--- config.mk ---
export PLATFORM = sky130hd
export DESIGN_NAME = msb_first_bit_packer_top
export DESIGN_NICKNAME = d
export VERILOG_FILES = /design/src/rtl/mbp_pkg.sv /design/src/rtl/mbp_datapath.sv /design/src/rtl/msb_first_bit_packer_top.sv
export SDC_FILE = /design/constraint.sdc
export NUM_CORES = 1
export LEC_CHECK = 0
export BUFFER_PORTS_ARGS = -buffer_cell sky130_fd_sc_hd__buf_2
export CAP_MARGIN = 0
export CORE_ASPECT_RATIO = 1.4
export CORE_MARGIN = 5
export CORE_UTILIZATION = 25
export DETAILED_ROUTE_END_ITERATION = 10
export PLACE_DENSITY = 0.46
export SLEW_MARGIN = 20
export SYNTH_ARGS = -nofsm -noshare
export SYNTH_HDL_FRONTEND = slang
export SYNTH_SLANG_ARGS = --single-unit
--- constraint.sdc ---
create_clock -name clk -period 7.4 [get_ports clk]
set_input_delay 0.37 -clock clk [delete_from_list [all_inputs] [get_ports clk]]
set_output_delay 0.37 -clock clk [all_outputs]
set_load 0.05 [all_outputs]
--- src/rtl/mbp_pkg.sv ---
// package for the msb-first bit packer: beat types, constants and the microcode table
package mbp_pkg;

  localparam int MAX_PUT_BITS = 32;
  localparam int BYTE_BITS    = 8;
  localparam int WORD_BITS    = 32;
  localparam int PUT_LIMIT_I  = (MAX_PUT_BITS < WORD_BITS) ? MAX_PUT_BITS : WORD_BITS;
  localparam int COUNT_W      = 6;
  localparam int FREE_W       = 4;
  localparam logic [COUNT_W-1:0] PUT_LIMIT = COUNT_W'(PUT_LIMIT_I);

  localparam logic OP_PUT    = 1'b0;
  localparam logic OP_FINISH = 1'b1;

  typedef struct packed {
    logic                 operation;
    logic [WORD_BITS-1:0] value;
    logic [COUNT_W-1:0]   bit_count;
  } in_item_t;

  typedef struct packed {
    logic [BYTE_BITS-1:0] out_byte;
    logic                 last_byte;
  } out_item_t;

  // microcode step addresses
  localparam int STEP_W = 2;
  localparam logic [STEP_W-1:0] STEP_IDLE = 2'd0;
  localparam logic [STEP_W-1:0] STEP_PUT  = 2'd1;
  localparam logic [STEP_W-1:0] STEP_FIN  = 2'd2;

  typedef enum logic [1:0] {
    J_ALWAYS    = 2'd0,
    J_IF_FINISH = 2'd1,
    J_IF_MORE   = 2'd2
  } jump_t;

  typedef struct packed {
    logic              accept;
    logic              wait_out;
    logic              merge;
    logic              flush;
    jump_t             jump;
    logic [STEP_W-1:0] target;
  } ctrl_t;

  // strobes into the datapath, already gated by the sequencer
  typedef struct packed {
    logic load;
    logic merge;
    logic flush;
  } dp_ctrl_t;

  typedef struct packed {
    logic      emit;
    logic      more;
    out_item_t item;
  } dp_stat_t;

  function automatic ctrl_t ucode_rom(input logic [STEP_W-1:0] step);
    ctrl_t w;
    w = '{accept: 1'b0, wait_out: 1'b0, merge: 1'b0, flush: 1'b0,
          jump: J_ALWAYS, target: STEP_IDLE};
    unique case (step)
      STEP_IDLE: begin
        w.accept = 1'b1;
        w.jump   = J_IF_FINISH;
        w.target = STEP_PUT;
      end
      STEP_PUT: begin
        w.wait_out = 1'b1;
        w.merge    = 1'b1;
        w.jump     = J_IF_MORE;
        w.target   = STEP_PUT;
      end
      STEP_FIN: begin
        w.wait_out = 1'b1;
        w.flush    = 1'b1;
        w.jump     = J_ALWAYS;
        w.target   = STEP_IDLE;
      end
      default: begin
        w.jump   = J_ALWAYS;
        w.target = STEP_IDLE;
      end
    endcase
    return w;
  endfunction

endpackage

--- src/rtl/mbp_datapath.sv ---
// bit packer datapath: pending byte, free count, aligned value and remaining count
module mbp_datapath import mbp_pkg::*; (
  input  logic     clk,
  input  logic     rst,
  input  dp_ctrl_t ctrl,
  input  in_item_t item,
  output dp_stat_t stat
);

  logic [BYTE_BITS-1:0] pending;
  logic [FREE_W-1:0]    free;
  logic [WORD_BITS-1:0] aligned;
  logic [COUNT_W-1:0]   remain;

  logic [COUNT_W-1:0]   n_sat;
  logic [BYTE_BITS-1:0] chunk;
  logic [BYTE_BITS-1:0] merged;
  logic                 full;
  logic [COUNT_W-1:0]   rem_after;

  always_comb begin
    n_sat = (item.bit_count > PUT_LIMIT) ? PUT_LIMIT : item.bit_count;
    // top free bits of the aligned value land in the free low end of the pending byte
    chunk     = aligned[WORD_BITS-1 -: BYTE_BITS] >> (FREE_W'(BYTE_BITS) - free);
    merged    = pending | chunk;
    full      = remain >= {{(COUNT_W-FREE_W){1'b0}}, free};
    rem_after = full ? (remain - {{(COUNT_W-FREE_W){1'b0}}, free}) : '0;
  end

  always_comb begin
    stat = '0;
    stat.more = rem_after != '0;
    if (ctrl.merge) begin
      stat.emit           = full;
      stat.item.out_byte  = merged;
      // fewer than a byte left cannot fill another one
      stat.item.last_byte = rem_after < COUNT_W'(BYTE_BITS);
    end else if (ctrl.flush) begin
      stat.emit           = free != FREE_W'(BYTE_BITS);
      stat.item.out_byte  = pending;
      stat.item.last_byte = 1'b1;
    end
  end

  always_ff @(posedge clk) begin
    if (rst) begin
      pending <= '0;
      free    <= FREE_W'(BYTE_BITS);
      remain  <= '0;
    end else if (ctrl.load) begin
      remain <= n_sat;
    end else if (ctrl.merge) begin
      remain <= rem_after;
      if (full) begin
        pending <= '0;
        free    <= FREE_W'(BYTE_BITS);
      end else begin
        pending <= merged;
        free    <= free - remain[FREE_W-1:0];
      end
    end else if (ctrl.flush) begin
      pending <= '0;
      free    <= FREE_W'(BYTE_BITS);
    end
  end

  // value kept top-aligned; shifting in zeros masks bits above the count
  always_ff @(posedge clk) begin
    if (ctrl.load) begin
      aligned <= item.value << (COUNT_W'(WORD_BITS) - n_sat);
    end else if (ctrl.merge) begin
      aligned <= aligned << free;
    end
  end

endmodule

--- src/rtl/msb_first_bit_packer_top.sv ---
// msb-first bit packer: packs put values into a byte stream, top bit of each byte first.
// A put of n bits (n above 32 saturates) is accepted in the idle step, then takes one microcode
// step per chunk: a chunk fills the pending byte or holds the trailing bits (a zero-bit put
// still takes one step), and a finish is accepted and then drains in the flush step. A step
// that may emit waits while the output register holds a stalled byte. The output
// register parts the channels, so the next item is taken while the last byte still
// waits downstream. last_byte marks the final byte of each input item.
module msb_first_bit_packer_top import mbp_pkg::*; (
  input  logic      clk,
  input  logic      rst,
  input  logic      in_valid,
  output logic      in_stall,
  input  in_item_t  in_data,
  output logic      out_valid,
  input  logic      out_stall,
  output out_item_t out_data
);

  logic [STEP_W-1:0] step;
  logic [STEP_W-1:0] step_next;
  ctrl_t             ctrl;
  logic              fire;
  logic              take;
  dp_ctrl_t          dp_ctrl;
  dp_stat_t          dp_stat;

  always_comb begin
    ctrl     = ucode_rom(step);
    fire     = !(ctrl.wait_out && out_valid && out_stall);
    in_stall = !ctrl.accept;
    take     = ctrl.accept && in_valid;

    dp_ctrl.load  = take && (in_data.operation == OP_PUT);
    dp_ctrl.merge = fire && ctrl.merge;
    dp_ctrl.flush = fire && ctrl.flush;

    step_next = step;
    if (fire) begin
      unique case (ctrl.jump)
        J_ALWAYS:    step_next = ctrl.target;
        J_IF_FINISH: begin
          if (take) begin
            step_next = (in_data.operation == OP_FINISH) ? STEP_FIN : ctrl.target;
          end
        end
        J_IF_MORE:   step_next = dp_stat.more ? ctrl.target : STEP_IDLE;
        default:     step_next = STEP_IDLE;
      endcase
    end
  end

  always_ff @(posedge clk) begin
    if (rst) begin
      step <= STEP_IDLE;
    end else begin
      step <= step_next;
    end
  end

  mbp_datapath u_datapath (
    .clk  (clk),
    .rst  (rst),
    .ctrl (dp_ctrl),
    .item (in_data),
    .stat (dp_stat)
  );

  // output register, loaded only when the slot is free or draining this cycle
  always_ff @(posedge clk) begin
    if (rst) begin
      out_valid <= 1'b0;
    end else if (dp_stat.emit) begin
      out_valid <= 1'b1;
    end else if (!out_stall) begin
      out_valid <= 1'b0;
    end
  end

  always_ff @(posedge clk) begin
    if (dp_stat.emit) begin
      out_data <= dp_stat.item;
    end
  end

endmodule
After elaboration in Yosys (flattened, before gate mapping)
Index checks and enable logic that the tools add are counted.
{"block": "totals", "reg_bits": 62, "out_inout_bits": 11, "wordCells": 72}
{"block": "classes", "n_addsub": 4, "n_lt_le_gt_ge": 3, "eq_ne": 7, "n_shift": 3, "muxes": 27, "bitwise_logic": 4, "reduce_logical": 16}
{"op": "2-to-1 mux 32 bit", "n": 2}
{"op": "left shift 32 x 4 -> 32 bit", "n": 1}
{"op": "left shift 32 x 6 -> 32 bit", "n": 1}
{"op": "2-to-1 mux 6 bit", "n": 4}
{"op": "2-to-1 mux 8 bit", "n": 3}
{"op": "2-to-1 mux 9 bit", "n": 2}
{"op": "2-to-1 mux 4 bit", "n": 3}
{"op": "2-to-1 mux 1 bit", "n": 8}
{"op": "OR 8 bit", "n": 1}
{"op": "one-hot mux 4 bit (2 select lines)", "n": 1}
{"op": ">> shifter 8 x 4 -> 8 bit", "n": 1}
{"op": "greater-or-equal comparator 6 x 4 -> 1 bit", "n": 1}
{"op": "greater-than comparator 6 bit (second input constant)", "n": 1}
{"op": "logical AND 1 bit", "n": 6}
{"op": "less-than comparator 6 x 4 -> 1 bit (second input constant)", "n": 1}
{"op": "2-to-1 mux 2 bit", "n": 3}
{"op": "one-hot mux 2 bit (3 select lines)", "n": 1}
{"op": "nonzero test 6 bit", "n": 1}
{"op": "subtractor 6 x 4 -> 6 bit", "n": 1}
{"op": "subtractor 6 bit (first input constant)", "n": 1}
{"op": "equality test 2 x 1 -> 1 bit (second input constant)", "n": 2}
{"op": "equality test 2 bit (second input constant)", "n": 2}
{"op": "logical NOT 2 bit", "n": 2}
{"op": "!= test 4 bit (second input constant)", "n": 1}
{"op": "other kinds (9)", "n": 14}

Logic depth before layout (Yosys ltp)
Gate-level depths: netlist (run 1).
{"block": "depth", "ltp_word": 10, "depth_mapped": 16, "depth_no_buf": 10}

Cells and area by module
A second synthesis (run 1) with hierarchy kept.
{"block": "hier_totals", "cells_unflattened": 700, "hier_area_um2": 6547.5}
{"mod": "mbp_datapath", "instances": 1, "cells_each": 661, "area_each_um2": 6032.0, "seq_area_each_um2": 1321.3}
{"mod": "msb_first_bit_packer_top", "instances": 1, "cells_each": 39, "area_each_um2": 515.5, "seq_area_each_um2": 330.3}

Worst setup path after synthesis (run 1)
No wires, ideal clock.
{"block": "synth_path", "path_kind": "input to register", "start": "in in_data[5] in the netlist's numbering", "end": "reg u_datapath.aligned[29], data pin", "setup_ns": 0.261, "arrival_ns": 3.126, "required_time_ns": 7.139, "setup_slack_ns": 4.013, "stages": 13, "path_buffers": 5, "cell_sequence": "buf_4 -> nor2b_1 -> buf_2 -> inv_1 -> buf_4 -> buf_2 -> ha_1 -> buf_2 -> mux2_2 -> mux4_1 -> nor2_1 -> a21oi_1 -> a221o_1"}
{"block": "synth_between", "elab_chain_cells": 5}
{"element": "start, declared", "line": "msb_first_bit_packer_top.sv:13", "rtl": "input in_item_t in_data,"}
{"element": "greater-than comparator 6 bit", "line": "mbp_datapath.sv:22", "rtl": "n_sat = (item.bit_count > PUT_LIMIT) ? PUT_LIMIT : item.bit_count;"}
{"element": "2-to-1 mux 6 bit (*)", "line": "mbp_datapath.sv:22"}
{"element": "subtractor 6 bit (*)", "line": "mbp_datapath.sv:70", "rtl": "aligned <= item.value << (COUNT_W'(WORD_BITS) - n_sat);"}
{"element": "left shift 32 x 6 -> 32 bit (*)", "line": "mbp_datapath.sv:70"}
{"element": "2-to-1 mux 32 bit (*)", "line": "mbp_datapath.sv:69", "rtl": "if (ctrl.load) begin"}
{"element": "end signal, assigned", "line": "mbp_datapath.sv:70"}
{"element": "end signal, assigned", "line": "mbp_datapath.sv:72", "rtl": "aligned <= aligned << free;"}
{"element": "end, declared", "line": "mbp_datapath.sv:12", "rtl": "logic [WORD_BITS-1:0] aligned;"}
Every way passes the cells marked *; elsewhere a longest branch is shown, timed or not.
A chain may end at the register's enable or synchronous reset.

Worst setup path after layout (run 1)
Ends and elaborated chain as after synthesis.

==> results of run 1 <==
-- cells in the mapped netlist (3+ instances only) --
library cell / count
sky130_fd_sc_hd__mux2i_1: 73
sky130_fd_sc_hd__nor2b_1: 8
sky130_fd_sc_hd__a221o_1: 4
sky130_fd_sc_hd__edfxtp_1: 41
sky130_fd_sc_hd__a22oi_1: 7
sky130_fd_sc_hd__a21oi_1: 46
sky130_fd_sc_hd__nand3_1: 23
sky130_fd_sc_hd__mux4_2: 24
sky130_fd_sc_hd__xor2_1: 4
sky130_fd_sc_hd__nand2b_1: 5
sky130_fd_sc_hd__ha_1: 13
sky130_fd_sc_hd__or2_2: 3
sky130_fd_sc_hd__dfxtp_1: 21
sky130_fd_sc_hd__a2bb2oi_1: 3
sky130_fd_sc_hd__buf_6: 3
sky130_fd_sc_hd__mux2_2: 45
sky130_fd_sc_hd__clkbuf_1: 22
sky130_fd_sc_hd__a211oi_1: 14
sky130_fd_sc_hd__nor3_1: 14
sky130_fd_sc_hd__o22ai_1: 15
sky130_fd_sc_hd__nor2_1: 61
sky130_fd_sc_hd__o21ai_0: 31
sky130_fd_sc_hd__mux4_1: 4
sky130_fd_sc_hd__xnor2_1: 5
sky130_fd_sc_hd__buf_2: 22
sky130_fd_sc_hd__a221oi_1: 3
sky130_fd_sc_hd__buf_1: 4
sky130_fd_sc_hd__buf_4: 3
sky130_fd_sc_hd__a21o_1: 3
sky130_fd_sc_hd__inv_1: 21
sky130_fd_sc_hd__or3_1: 3
sky130_fd_sc_hd__a211o_1: 3
sky130_fd_sc_hd__a31oi_1: 9
sky130_fd_sc_hd__and3_1: 4
sky130_fd_sc_hd__o211ai_1: 10
sky130_fd_sc_hd__o221ai_1: 4
sky130_fd_sc_hd__nand2_1: 73
-- power groups by stage --
| stage | Combinational (mW) | Sequential (mW) | Clock (mW) |
|---|---|---|---|
| final | 0.443 | 0.434 | 0.493 |
| after global routing | 0.484 | 0.437 | 0.513 |
| after CTS | 0.444 | 0.434 | 0.499 |
| after detailed placement | 0.441 | 0.441 | 0 |
| after global placement | 0.444 | 0.441 | 0 |
| after floorplan | 0.324 | 0.435 | 0 |
-- critical path, cell delays in order --
cell	delay, ns
sky130_fd_sc_hd__buf_2	0.17
sky130_fd_sc_hd__nor2b_2	0.12
sky130_fd_sc_hd__buf_4	0.34
sky130_fd_sc_hd__inv_1	0.45
sky130_fd_sc_hd__ha_2	0.68
sky130_fd_sc_hd__buf_4	0.40
sky130_fd_sc_hd__mux2i_1	0.40
sky130_fd_sc_hd__inv_1	0.07
sky130_fd_sc_hd__mux4_1	0.52
sky130_fd_sc_hd__nor2_1	0.11
sky130_fd_sc_hd__a21oi_1	0.07
sky130_fd_sc_hd__a221o_1	0.31
-- worst paths after layout --
| check | startpoint | end | slack (ns) | cells after the start |
|---|---|---|---|---|
| worst max register to register | u_datapath.free[1] | u_datapath.free[2] | 3.67 | 8 |
| worst max-delay path | in_data[5] | u_datapath.aligned[29] | 3.47 | 12 |
| worst min-delay path | out_stall | out_valid | 0.29 | 3 |
| worst min register to register | step[1] | step[1] | 0.47 | 2 |
-- layout make-up --
class                           instances  area, um^2
Multi-Input combinational cell        558        4352
Clock buffer                           10       250.2
Inverter                               22       82.58
Clock inverter                          6       88.84
Tap cell                              319       399.1
Sequential cell                        62        1654
Timing Repair Buffer                   64       347.8
Fill cell                            2723       18030
-- logic make-up after synthesis --
| kind of cell | Yosys count | synth area share |
|---|---|---|
| DFF | 62 | 0.2598 |
| and+or+nand+nor | 212 | 0.1539 |
| AOI/OAI and AO/OA | 173 | 0.1781 |
| xor gates and xnor gates | 11 | 0.02106 |
| adders and majority gates | 15 | 0.03188 |
| buffers and inverters | 77 | 0.05688 |
| muxes | 147 | 0.2984 |
-- sequential cells by signal, summed over array words and instances (netlist names) --
register / count
u_datapath.aligned: 32
u_datapath.free: 4
u_datapath.pending: 8
out_valid: 1
u_datapath.remain: 6
out_data: 9
step: 2
-- through the flow --
step	instances	power [mW]	setup slack, ns	instance area, um^2
after floorplan	697	0.7586	4.013	6357
after detailed placement	1025	0.8825	3.072	6835
after CTS	1041	1.377	3.435	7174
after global placement	1025	0.8850	3.138	6835
after global routing	1041	1.434	3.104	7174
final	1041	1.370	3.467	7174
-- per-layer routing --
| layer | wire (um) | global-route usage | vias to the layer above |
|---|---|---|---|
| met5 | 0 | 0 | - |
| met4 | 742 | 0.06637 | 0 |
| met3 | 559 | 0.01178 | 36 |
| met2 | 10460 | 0.2522 | 142 |
| met1 | 8693 | 0.1763 | 2738 |
| li1 | - | - | 2686 |
==> run_summary.xml, run 1 <==
<?xml version="1.0" encoding="UTF-8"?>
<metrics>
  <group name="sta">
    <metric name="worst_tran_pin_value" unit="ns">0.8855</metric>
    <metric name="relSlewSlack" unit="">0.4051</metric>
    <metric name="finalCritPeriodShare" unit="">0.5315</metric>
    <metric name="report.final.slew_viol_count" unit="">0</metric>
    <metric name="hold_ws" unit="ns">0.2899</metric>
    <metric name="rsz_0062_raised_after_global_routing" unit="">no</metric>
    <metric name="finalSetupViolCount" unit="">0</metric>
    <metric name="achievable-frequency" unit="GHz">0.2543</metric>
    <metric name="clock_skew" unit="ns">0.008713</metric>
    <metric name="totalNegativeSetupSlack" unit="ns">0</metric>
    <metric name="period_needed" unit="ns">3.933</metric>
    <metric name="finalHoldViolations" unit="">0</metric>
  </group>
  <group name="clocking">
    <metric name="numCtsBuffers" unit="">9</metric>
    <metric name="cts_max_path_buffers" unit="">2</metric>
    <metric name="cts_resized" unit="">0</metric>
    <metric name="cts_post_setup_buffers_inserted" unit="">0</metric>
    <metric name="cts.reportedPaths.clkPinSlew" unit="ns">0.06</metric>
    <metric name="clock_tree_root" unit="">sky130_fd_sc_hd__clkbuf_16</metric>
    <metric name="ctsHtreeMaxLevel" unit="">3</metric>
    <metric name="cts.sink_count" unit="">62</metric>
    <metric name="clock_latency" unit="ns">0.35</metric>
    <metric name="cts_tree" unit="">done</metric>
    <metric name="ctsHoldBuffers" unit="">0</metric>
  </group>
  <group name="logic_synthesis">
    <metric name="yosysTopAreaCellShare" unit="">0.1937</metric>
    <metric name="count_of_unique_library_cells_instantiated_by_yosys" unit="">75</metric>
    <metric name="synth-seq-area-share" unit="">0.2598</metric>
    <metric name="ys_dominant_reg_cell" unit="">sky130_fd_sc_hd__edfxtp_1</metric>
    <metric name="yosysTopAreaCell" unit="">sky130_fd_sc_hd__edfxtp_1</metric>
    <metric name="post_synth_edffs" unit="">41</metric>
    <metric name="synth_top_cells_by_area" unit="">sky130_fd_sc_hd__edfxtp_1 19%, sky130_fd_sc_hd__mux2i_1 11%, sky130_fd_sc_hd__mux4_2 8.5%, sky130_fd_sc_hd__mux2_2 8.0%, sky130_fd_sc_hd__dfxtp_1 6.6%</metric>
    <metric name="syn_area" unit="mm^2">0.006357</metric>
    <metric name="yosysWarningCount" unit="">0</metric>
    <metric name="postSynthRegisterBits" unit="">62</metric>
    <metric name="syn_nets" unit="">755</metric>
    <metric name="syn_area_per_cell" unit="um^2">9.121</metric>
    <metric name="synth-async-reset-ratio" unit="">0</metric>
    <metric name="netlist_instances" unit="">697</metric>
  </group>
  <group name="layout">
    <metric name="finalNetCount" unit="">775</metric>
    <metric name="drive_above_1_share" unit="">0.2285</metric>
    <metric name="leading_cell_type_in_the_layout_fill_and_taps_excluded" unit="">sky130_fd_sc_hd__mux2i_1</metric>
    <metric name="n_antenna_cell" unit="">0</metric>
    <metric name="layout-area-overhead-vs-synth" unit="%">12.85</metric>
    <metric name="utilization" unit="">0.2846</metric>
    <metric name="final_cell_mix" unit="">73 x sky130_fd_sc_hd__mux2i_1, 72 x sky130_fd_sc_hd__nand2_1, 61 x sky130_fd_sc_hd__nor2_1</metric>
  </group>
  <group name="die">
    <metric name="die_width" unit="um">144.8</metric>
    <metric name="initial_core_util" unit="">0.2522</metric>
    <metric name="die_y" unit="um">198.7</metric>
    <metric name="dieArea" unit="mm^2">0.02876</metric>
    <metric name="fp.coreArea" unit="mm^2">0.02521</metric>
    <metric name="io_pins" unit="">54</metric>
    <metric name="row_count" unit="">69</metric>
  </group>
  <group name="worst_hold_path">
    <metric name="hp-class" unit="">in -&gt; reg</metric>
  </group>
  <group name="critical_path">
    <metric name="max_fanout_on_critical_path" unit="">27</metric>
    <metric name="cp.arrival" unit="ns">4.03</metric>
    <metric name="start_kind" unit="">input pin</metric>
    <metric name="critical_path.endpoint_type" unit="">register</metric>
    <metric name="setup.worst_path.class" unit="">in -&gt; reg</metric>
    <metric name="cp_data_required_time" unit="ns">7.50</metric>
  </group>
  <group name="power_and_ir_drop">
    <metric name="internal_power" unit="mW">0.9056</metric>
    <metric name="power_density" unit="mW/mm^2">191.0</metric>
    <metric name="share_comb_of_total_power" unit="">0.323</metric>
    <metric name="share_seq_of_total_power" unit="">0.317</metric>
    <metric name="p_sw_frac" unit="">0.3391</metric>
    <metric name="total_leakage_power" unit="nW">2.591</metric>
    <metric name="netSwitchingPower" unit="mW">0.4646</metric>
    <metric name="vdd_ir_drop_max" unit="mV">0.09338</metric>
    <metric name="pwr-share-clk" unit="">0.360</metric>
  </group>
  <group name="detailed_routing">
    <metric name="route.detailed.vias_per_inst" unit="">5.381</metric>
    <metric name="pre_antenna_drt_iters" unit="">5</metric>
    <metric name="finalWirelength" unit="mm">20.46</metric>
    <metric name="drt_iter0_drc" unit="">373</metric>
    <metric name="post_drt_wl_per_cell" unit="um">19.65</metric>
    <metric name="drc_errors" unit="">0</metric>
    <metric name="final_antenna_net_count" unit="">0</metric>
    <metric name="vias" unit="">5602</metric>
  </group>
  <group name="place">
    <metric name="port-buffer-count" unit="">53</metric>
    <metric name="place_hpwl" unit="mm">15.69</metric>
    <metric name="finalWeightedCongestion" unit="">0.8424</metric>
  </group>
  <group name="global_route">
    <metric name="first_global_vias" unit="">5652</metric>
    <metric name="global_route_wire_length_before_repair" unit="mm">32.21</metric>
    <metric name="grt.total_usage" unit="">0.1436</metric>
    <metric name="grt_max_degree" unit="">49</metric>
    <metric name="grt_overflow" unit="">0</metric>
    <metric name="antenna_found_initial" unit="">0</metric>
  </group>
  <group name="run">
    <metric name="max_cap_violations" unit="">0</metric>
  </group>
  <group name="status">
    <metric name="run_status" unit="">completed</metric>
  </group>
</metrics>
(Power assumes the default switching activity.)
==> run 2: changes to the inputs <==
==> constraint.sdc (replaced) <==
create_clock -name clk -period 4.06 [get_ports clk]
set_input_delay 0.203 -clock clk [delete_from_list [all_inputs] [get_ports clk]]
set_output_delay 0.203 -clock clk [all_outputs]
set_load 0.05 [all_outputs]
==> run_summary.xml, run 2 (synthesized netlist as in run 1, its figures left out) <==
<?xml version="1.0" encoding="UTF-8"?>
<metrics>
  <group name="status">
    <metric name="run_status" unit="">completed</metric>
  </group>
  <group name="sta">
    <metric name="report.final.slew_viol_count" unit="">0</metric>
    <metric name="achievable-frequency" unit="GHz">0.3389</metric>
    <metric name="finalSetupViolCount" unit="">0</metric>
    <metric name="relSlewSlack" unit="">0.4219</metric>
    <metric name="hold_ws" unit="ns">0.1320</metric>
    <metric name="totalNegativeSetupSlack" unit="ns">0</metric>
    <metric name="clock_skew" unit="ns">0.01151</metric>
    <metric name="finalCritPeriodShare" unit="">0.7269</metric>
    <metric name="period_needed" unit="ns">2.951</metric>
    <metric name="finalHoldViolations" unit="">0</metric>
    <metric name="rsz_0062_raised_after_global_routing" unit="">no</metric>
    <metric name="worst_tran_pin_value" unit="ns">0.8605</metric>
  </group>
  <group name="detailed_routing">
    <metric name="drt_iter0_drc" unit="">427</metric>
    <metric name="final_antenna_net_count" unit="">0</metric>
    <metric name="post_drt_wl_per_cell" unit="um">19.64</metric>
    <metric name="drc_errors" unit="">0</metric>
    <metric name="finalWirelength" unit="mm">20.56</metric>
    <metric name="pre_antenna_drt_iters" unit="">5</metric>
    <metric name="vias" unit="">5598</metric>
    <metric name="route.detailed.vias_per_inst" unit="">5.347</metric>
  </group>
  <group name="critical_path">
    <metric name="path_depth" unit="">7</metric>
    <metric name="slowest_delay" unit="ns">0.72</metric>
    <metric name="critPathTopFamily" unit="">compound AO/OA/AOI/OAI gates</metric>
    <metric name="crit_path_start" unit="">u_datapath.free[1]</metric>
    <metric name="crit-reg2reg-launch" unit="">u_datapath.free[1]</metric>
    <metric name="cp_data_required_time" unit="ns">4.34</metric>
    <metric name="critPathSlowestCell" unit="">sky130_fd_sc_hd__nor3_1</metric>
    <metric name="max_fanout_on_critical_path" unit="">10</metric>
    <metric name="cp.arrival" unit="ns">3.23</metric>
    <metric name="start_kind" unit="">register</metric>
    <metric name="cp_cell_sequence" unit="">inv_1, fa_1, a21o_1, a2111o_1, nor3_1, a22oi_1, nor2_1</metric>
    <metric name="worst_reg2reg_endpoint" unit="">u_datapath.pending[6]</metric>
    <metric name="critical_path.n_buffers_inverters" unit="">1</metric>
    <metric name="setup.worst_path.class" unit="">reg -&gt; reg</metric>
    <metric name="r2r_setup_slk" unit="ns">1.11</metric>
    <metric name="r2r_cells" unit="">7</metric>
    <metric name="critical_path.endpoint_type" unit="">register</metric>
    <metric name="setup.worst_path.end" unit="">u_datapath.pending[6]</metric>
  </group>
  <group name="clocking">
    <metric name="cts.sink_count" unit="">62</metric>
    <metric name="cts.reportedPaths.clkPinSlew" unit="ns">0.06</metric>
    <metric name="ctsHtreeMaxLevel" unit="">3</metric>
    <metric name="cts_max_path_buffers" unit="">2</metric>
    <metric name="cts_resized" unit="">0</metric>
    <metric name="clock_latency" unit="ns">0.35</metric>
    <metric name="cts_post_setup_buffers_inserted" unit="">0</metric>
    <metric name="clock_tree_root" unit="">sky130_fd_sc_hd__clkbuf_16</metric>
    <metric name="ctsHoldBuffers" unit="">0</metric>
    <metric name="cts_tree" unit="">done</metric>
    <metric name="numCtsBuffers" unit="">9</metric>
  </group>
  <group name="die">
    <metric name="die_width" unit="um">144.8</metric>
    <metric name="dieArea" unit="mm^2">0.02876</metric>
    <metric name="io_pins" unit="">54</metric>
    <metric name="initial_core_util" unit="">0.2522</metric>
    <metric name="die_y" unit="um">198.7</metric>
    <metric name="fp.coreArea" unit="mm^2">0.02521</metric>
    <metric name="row_count" unit="">69</metric>
  </group>
  <group name="place">
    <metric name="finalWeightedCongestion" unit="">0.8293</metric>
    <metric name="port-buffer-count" unit="">53</metric>
    <metric name="place_hpwl" unit="mm">15.92</metric>
    <metric name="dp_cells" unit="">1031</metric>
  </group>
  <group name="layout">
    <metric name="finalNetCount" unit="">781</metric>
    <metric name="layout-area-overhead-vs-synth" unit="%">13.28</metric>
    <metric name="utilization" unit="">0.2857</metric>
    <metric name="drive_above_1_share" unit="">0.2321</metric>
    <metric name="fin_cells" unit="">1047</metric>
    <metric name="final_cell_mix" unit="">73 x sky130_fd_sc_hd__nand2_1, 73 x sky130_fd_sc_hd__mux2i_1, 61 x sky130_fd_sc_hd__nor2_1</metric>
    <metric name="n_antenna_cell" unit="">0</metric>
    <metric name="largest_register" unit="">u_datapath.aligned</metric>
    <metric name="fill_cells" unit="">2724</metric>
    <metric name="largestRegisters" unit="">u_datapath.aligned (32), out_data (9), u_datapath.pending (8)</metric>
    <metric name="largest_reg_flops" unit="">32</metric>
  </group>
  <group name="global_route">
    <metric name="fraction_of_met1_tracks_used_by_global_routing" unit="">0.1719</metric>
    <metric name="met3_usage" unit="">0.01371</metric>
    <metric name="grt.total_usage" unit="">0.1429</metric>
    <metric name="global_route_wire_length_before_repair" unit="mm">32.27</metric>
    <metric name="grt_max_degree" unit="">46</metric>
    <metric name="grt_overflow" unit="">0</metric>
    <metric name="grtUsageMet2" unit="">0.2574</metric>
    <metric name="globalRoute.busiestLayer" unit="">met2</metric>
    <metric name="antenna_found_initial" unit="">0</metric>
    <metric name="first_global_vias" unit="">5713</metric>
  </group>
  <group name="power_and_ir_drop">
    <metric name="netSwitchingPower" unit="mW">0.8473</metric>
    <metric name="p_sw_frac" unit="">0.3484</metric>
    <metric name="pwr-share-clk" unit="">0.338</metric>
    <metric name="share_comb_of_total_power" unit="">0.336</metric>
    <metric name="power_density" unit="mW/mm^2">337.7</metric>
    <metric name="internal_power" unit="mW">1.585</metric>
    <metric name="post-layout-total-power" unit="mW">2.432</metric>
    <metric name="total_leakage_power" unit="nW">2.604</metric>
    <metric name="share_seq_of_total_power" unit="">0.326</metric>
    <metric name="vdd_ir_drop_max" unit="mV">0.1672</metric>
  </group>
  <group name="worst_hold_path">
    <metric name="hp-class" unit="">in -&gt; reg</metric>
    <metric name="hold_path_startpoint" unit="">out_stall</metric>
  </group>
  <group name="run">
    <metric name="max_cap_violations" unit="">0</metric>
  </group>
</metrics>
## run 2: per-layer routing
| layer | vias up | part of all wire |
|---|---|---|
| met5 | - | 0 |
| met2 | 142 | 0.52 |
| met1 | 2718 | 0.42 |
| met4 | 0 | 0.033 |
| met3 | 33 | 0.031 |
| li1 | 2705 | - |
## run 2: worst min path at each step
stage	cells past startpoint	slack (ns)	endpoint
after floorplan	1	0.31	u_datapath.free[3]
after global placement	2	0.46	step[1]
after detailed placement	2	0.47	step[1]
after CTS	3	0.12	out_valid
after global routing	3	0.15	out_valid
final	3	0.13	out_valid
## run 2: tightest hold or removal path, cell delays in order
cell                      delay (ns)
sky130_fd_sc_hd__buf_2          0.10
sky130_fd_sc_hd__nand2_1        0.06
sky130_fd_sc_hd__a31oi_1        0.06
## run 2: layout make-up
class | count | area [um^2] | area share
Clock inverter | 3 | 22.52 | 0.003127
Tap cell | 319 | 399.1 | 0.05542
Multi-Input combinational cell | 558 | 4358 | 0.6051
Inverter | 22 | 82.58 | 0.01147
Clock buffer | 13 | 292.8 | 0.04065
Timing Repair Buffer | 70 | 392.9 | 0.05455
Sequential cell | 62 | 1654 | 0.2297
## run 2: metrics by stage
step	area, um^2	setup slack, ns
floorplan	6357	0.8399
global placement	6878	0.9846
CTS	7193	1.089
detailed placement	6878	0.9733
global route	7202	0.8391
finish	7202	1.109
## run 2: power groups by stage
stage	Sequential (mW)	Clock, mW	Combinational [mW]
6_report	0.792	0.823	0.817
5_1_grt	0.798	0.858	0.888
4_1_cts	0.791	0.839	0.817
3_5_place_dp	0.804	0	0.812
3_3_place_gp	0.805	0	0.817
2_1_floorplan	0.792	0	0.591
